===== src/hw/rtl/bscp_pkg.sv =====
package bscp_pkg;

  localparam int CoordW  = 24;
  localparam int CoefW   = 30;
  localparam int QuotBits = 30;

  localparam logic [1:0] StatOk    = 2'd0;
  localparam logic [1:0] StatFew   = 2'd1;
  localparam logic [1:0] StatTrunc = 2'd2;

  // ceil(2^28 / 3): exact floor division by three for operands below 2^27.
  localparam logic [CoefW-1:0] Recip3 = 30'd89478486;

  typedef struct packed {
    logic signed [CoordW-1:0] anchor_x;
    logic signed [CoordW-1:0] anchor_y;
    logic                     last_anchor;
  } anchor_t;

  typedef struct packed {
    logic signed [CoordW-1:0] handle_out_x;
    logic signed [CoordW-1:0] handle_out_y;
    logic signed [CoordW-1:0] handle_in_x;
    logic signed [CoordW-1:0] handle_in_y;
    logic [5:0]               segment_number;
    logic [1:0]               status;
    logic                     last_segment;
  } handles_t;

  typedef struct packed {
    logic             start;
    logic [CoefW-1:0] prev;
  } div_req_t;

  typedef struct packed {
    logic             done;
    logic [CoefW-1:0] quot;
  } div_rsp_t;

endpackage


===== src/hw/rtl/bscp_coef_div.sv =====
module bscp_coef_div import bscp_pkg::*; (
  input  logic     clk_i,
  input  logic     rst_ni,
  input  div_req_t req_i,
  output div_rsp_t rsp_o
);

  logic             busy_q;
  logic             done_q;
  logic [4:0]       bit_q;
  logic [32:0]      id_q;
  logic [29:0]      ix_q;
  logic [32:0]      rem_q;
  logic [CoefW-1:0] quot_q;

  logic [32:0] id_new;
  logic [33:0] rem_sh;
  logic [33:0] rem_diff;
  logic        ge;

  // Coefficient is round(2^60 / id) with id = 4.0 - previous coefficient in Q2.30.
  assign id_new   = 33'h1_0000_0000 - {3'b000, req_i.prev};
  assign rem_sh   = {rem_q, ix_q[bit_q]};
  assign ge       = rem_sh >= {1'b0, id_q};
  assign rem_diff = rem_sh - {1'b0, id_q};

  always_ff @(posedge clk_i or negedge rst_ni) begin
    if (!rst_ni) begin
      busy_q <= 1'b0;
      done_q <= 1'b0;
    end else begin
      done_q <= 1'b0;
      if (req_i.start) begin
        busy_q <= 1'b1;
      end else if (busy_q && bit_q == '0) begin
        busy_q <= 1'b0;
        done_q <= 1'b1;
      end
    end
  end

  always_ff @(posedge clk_i) begin
    if (req_i.start) begin
      bit_q <= 5'(QuotBits - 1);
      id_q  <= id_new;
      ix_q  <= id_new[30:1];
      rem_q <= 33'h0_4000_0000 + {31'b0, id_new[32:31]};
    end else if (busy_q) begin
      rem_q  <= ge ? rem_diff[32:0] : rem_sh[32:0];
      quot_q <= {quot_q[CoefW-2:0], ge};
      bit_q  <= bit_q - 5'd1;
    end
  end

  assign rsp_o.done = done_q;
  assign rsp_o.quot = quot_q;

endmodule


===== config.mk =====
export PLATFORM = sky130hd
export DESIGN_NAME = bscp_coef_div
export DESIGN_NICKNAME = d
export VERILOG_FILES = /design/src/hw/rtl/bscp_pkg.sv /design/src/hw/rtl/bscp_coef_div.sv
export SDC_FILE = /design/constraint.sdc
export NUM_CORES = 1
export LEC_CHECK = 0
export BUFFER_PORTS_ARGS = -buffer_cell sky130_fd_sc_hd__buf_2
export CAP_MARGIN = 10
export CORE_UTILIZATION = 45
export CTS_CLUSTER_SIZE = 25
export DETAILED_ROUTE_END_ITERATION = 8
export GPL_TIMING_DRIVEN = 0
export HOLD_SLACK_MARGIN = 0.06
export PLACE_DENSITY_LB_ADDON = 0.2
export SETUP_SLACK_MARGIN = 0.1
export SYNTH_ARGS = -nofsm -noshare
export SYNTH_HDL_FRONTEND = slang
export SYNTH_SLANG_ARGS = --single-unit
export TNS_END_PERCENT = 10

===== constraint.sdc =====
create_clock -name clk_i -period 5.5 [get_ports clk_i]
set_input_delay 0.275 -clock clk_i [delete_from_list [all_inputs] [get_ports clk_i]]
set_output_delay 0.275 -clock clk_i [all_outputs]
set_load 0.03 [all_outputs]

==> metrics.csv <==
metric;value;unit
first_pass_grt_wire_length;22.4;mm
clock_transition_time_at_the_flip_flop_clock_pins_of_the_worst_setup_and_hold_paths;70;ps
worst_slack_setup_final;647;ps
area.growth.synth_to_final;13.5;%
post_route_cells_drive_above_1_share;16.5;%
drv_cap;0;
die_height;122;um
ys_types;65;
layout_common_cells;sky130_fd_sc_hd__edfxtp_1 (96), sky130_fd_sc_hd__nor2_1 (69), sky130_fd_sc_hd__buf_2 (68);
post_drt_via_cell_ratio;5.50;
ys_async_rst_share;1.94;%
r2r_start;bit_q[0];
postSynthNetCount;684;
clk_root_buffer_cell;sky130_fd_sc_hd__clkbuf_16;
cts_max_level;3;
post_synth_instance_area;6530;sq um
ant_nets;0;
worstPathCellList;buf_2 -> mux4_2 -> mux4_2 -> mux2i_1 -> ha_1 -> inv_1 -> fa_1 -> a21oi_1 -> o2111ai_1 -> o211ai_1 -> a21oi_1 -> o21bai_1 -> a31oi_1 -> a41oi_1 -> o221ai_1;
detailedRoute.firstIterationViolations;244;
antenna_violations_before_repair;0;
unrepaired_setup_endpoints_after_global_routing;false;
critical_path_source_type;flop;
clock_tree.buffer_depth;2;
detail_route.wl_per_cell;15.9;um
slowest_cp_cell;sky130_fd_sc_hd__mux4_2;
synth_sequential_area_ratio;46.5;%
fin_nets;761;
cts_tree;yes;
syn_area_per_cell;10.6;sq um
final-setup-viol-count;0;
cts.sink_count;103;
cp_max_fo;10;
initial_core_util;46.7;%
end_kind;flop;
finalSetupTns;0;ps
antenna_cells_inserted;0;
maximum_number_of_pins_on_one_net_before_global_route_repair;35;
synth_top_area_share;44.2;%
vdd.ir_drop.worst;0.000173;V
whs_path_depth;1;
critPathCapture;rem_q[32];
drv_slew;0;
rr_endpoint;rem_q[32];
layout.cells.most_common;sky130_fd_sc_hd__edfxtp_1;
drt-pass1-iter-count;7;
cell_type_contributing_the_most_total_cell_area_after_synthesis;sky130_fd_sc_hd__edfxtp_1;
synth_area_leaders;sky130_fd_sc_hd__edfxtp_1 (44%), sky130_fd_sc_hd__ha_1 (6.7%), sky130_fd_sc_hd__xnor2_1 (6.0%), sky130_fd_sc_hd__nor2_1 (4.0%), sky130_fd_sc_hd__mux2i_1 (3.5%);
ws_path_type;reg2reg;
numPortBuffers;63;
totalPowerFinal;3.13;mW
grt_pass1_vias;4548;
rr_worst_depth;15;
fin_crit;4850;ps
routed_wl;13.9;mm
ff2ff_setup_slack;650;ps
placementRows;43;
met1_usage;27.2;%
synth_edf_count;96;
gr-total-overflow;0;
achievable-frequency;206;MHz
slew_headroom;47.7;%
synth.ff_latch_count;103;
setup.worst_path.start;bit_q[0];
design.die.area;15000;sq um
finClkSkew;10.5;ps
min_period_over_period;88.2;%
gp_routability_congestion;0.874;
cp_data_arrival_time;4940;ps
result_of_the_run;completed;
cts-buffers-inserted;9;
detailed_place_hpwl;10.9;mm
timing.critical_path.slowest_cell_delay;570;ps
grt.total_usage;19.7;%
dominantRegCellSynth;sky130_fd_sc_hd__edfxtp_1;
power.leakage;3.03;nW
hp-class;in2reg;
finalHoldViolCount;0;
post-place-ws;669;ps
die_width;122;um
cts.repair.resized;0;
worstMarginPinSlew;778;ps
remaining_drc_errors;0;
groute.layer.met2.usage;30.8;%
synthesis.instances;615;
route.vias.total;4824;
yosysWarningCount;0;
worst_endpoint_required_time;5590;ps
gr-usage-met3;2.74;%
gr-max-usage-layer;met2;
io_pins;64;
placeableCoreArea;14000;sq um
insertion_delay;360;ps
powerDensity;423;nW/um^2
critical path: cells and delay by family (launching register included):
| kind | cells | cell delay, ps |
|---|---|---|
| adder cells (fa/ha/maj) | 2 | 620 |
| flip-flops | 1 | 350 |
| AO/OA/AOI/OAI | 8 | 2000 |
| multiplexers | 3 | 1230 |
| buffers and inverters | 2 | 370 |
cells by family after synthesis:
kind of cell / Yosys count / synth area share, %
DFF: 103 / 46.5
AOI/OAI and AO/OA: 124 / 12.4
adders and majority gates: 36 / 7.02
buffers and inverters: 80 / 4.89
and+or+nand+nor: 182 / 14.8
xor gates and xnor gates: 56 / 7.52
muxes: 34 / 6.98
sequential cells by signal, indices dropped and copies added (netlist names):
name / flops
rem_q: 33
busy_q: 1
done_q: 1
quot_q: 30
id_q: 33
bit_q: 5
per-layer routing:
metal,share of wire [%],routed length [um]
met5,0,0
met2,47,6480
met1,48,6620
met3,4.0,555
met4,1.8,255
power breakdown:
group          total, mW  switching (mW)  leakage, nW  internal, mW
combinational       1.40           0.812         1.83         0.593
sequential          1.10          0.0772         1.07          1.03
clock              0.625           0.309        0.135         0.316
synth_stat cells (8+ instances only):
master,number
sky130_fd_sc_hd__edfxtp_1,96
sky130_fd_sc_hd__nor2_1,69
sky130_fd_sc_hd__inv_1,55
sky130_fd_sc_hd__xnor2_1,45
sky130_fd_sc_hd__a21oi_1,40
sky130_fd_sc_hd__ha_1,35
sky130_fd_sc_hd__nand2_1,33
sky130_fd_sc_hd__mux2i_1,23
sky130_fd_sc_hd__o21ai_0,21
sky130_fd_sc_hd__clkbuf_1,16
sky130_fd_sc_hd__a211oi_1,13
sky130_fd_sc_hd__nor3_1,11
sky130_fd_sc_hd__xor2_1,11
sky130_fd_sc_hd__a21o_1,9
sky130_fd_sc_hd__mux4_2,9
sky130_fd_sc_hd__nand4_1,8
sky130_fd_sc_hd__nor4_1,8
timing repair:
item / CTS / global route
hold buffers: 1 / 0
buffers inserted: 0 / 0
endpoints found under the setup margin: 0 / 0
hold endpoints to repair: 2 / 0
stage by stage:
step | std cells | util [%] | instance area (sq um) | hold WS [ps]
4_1_cts | 877 | 53.0 | 7410 | 190
3_5_place_dp | 860 | 50.8 | 7110 | 61.5
5_1_grt | 877 | 53.0 | 7410 | 207
3_3_place_gp | 858 | 50.5 | 7070 | 62.9
2_1_floorplan | 615 | - | 6530 | -20.6
6_report | 877 | 53.0 | 7410 | 197
area by class of cell:
cell class	instances	area, sq um
fill	1278	6580
multi-input combinational	432	3180
sequential	103	3030
timing repair buffer	66	368
clock buffer	10	229
tap	180	225
inverter	56	211
buffer	24	108
clock inverter	6	56.3
worst min path at each step:
stage          startpoint      end
2_1_floorplan      rst_ni   busy_q
3_3_place_gp       rst_ni   done_q
3_5_place_dp       rst_ni   done_q
4_1_cts          req_i[0]  id_q[0]
5_1_grt          req_i[0]  id_q[0]
6_report         req_i[0]  id_q[0]
Note: power is estimated with default switching activity, not from simulation.
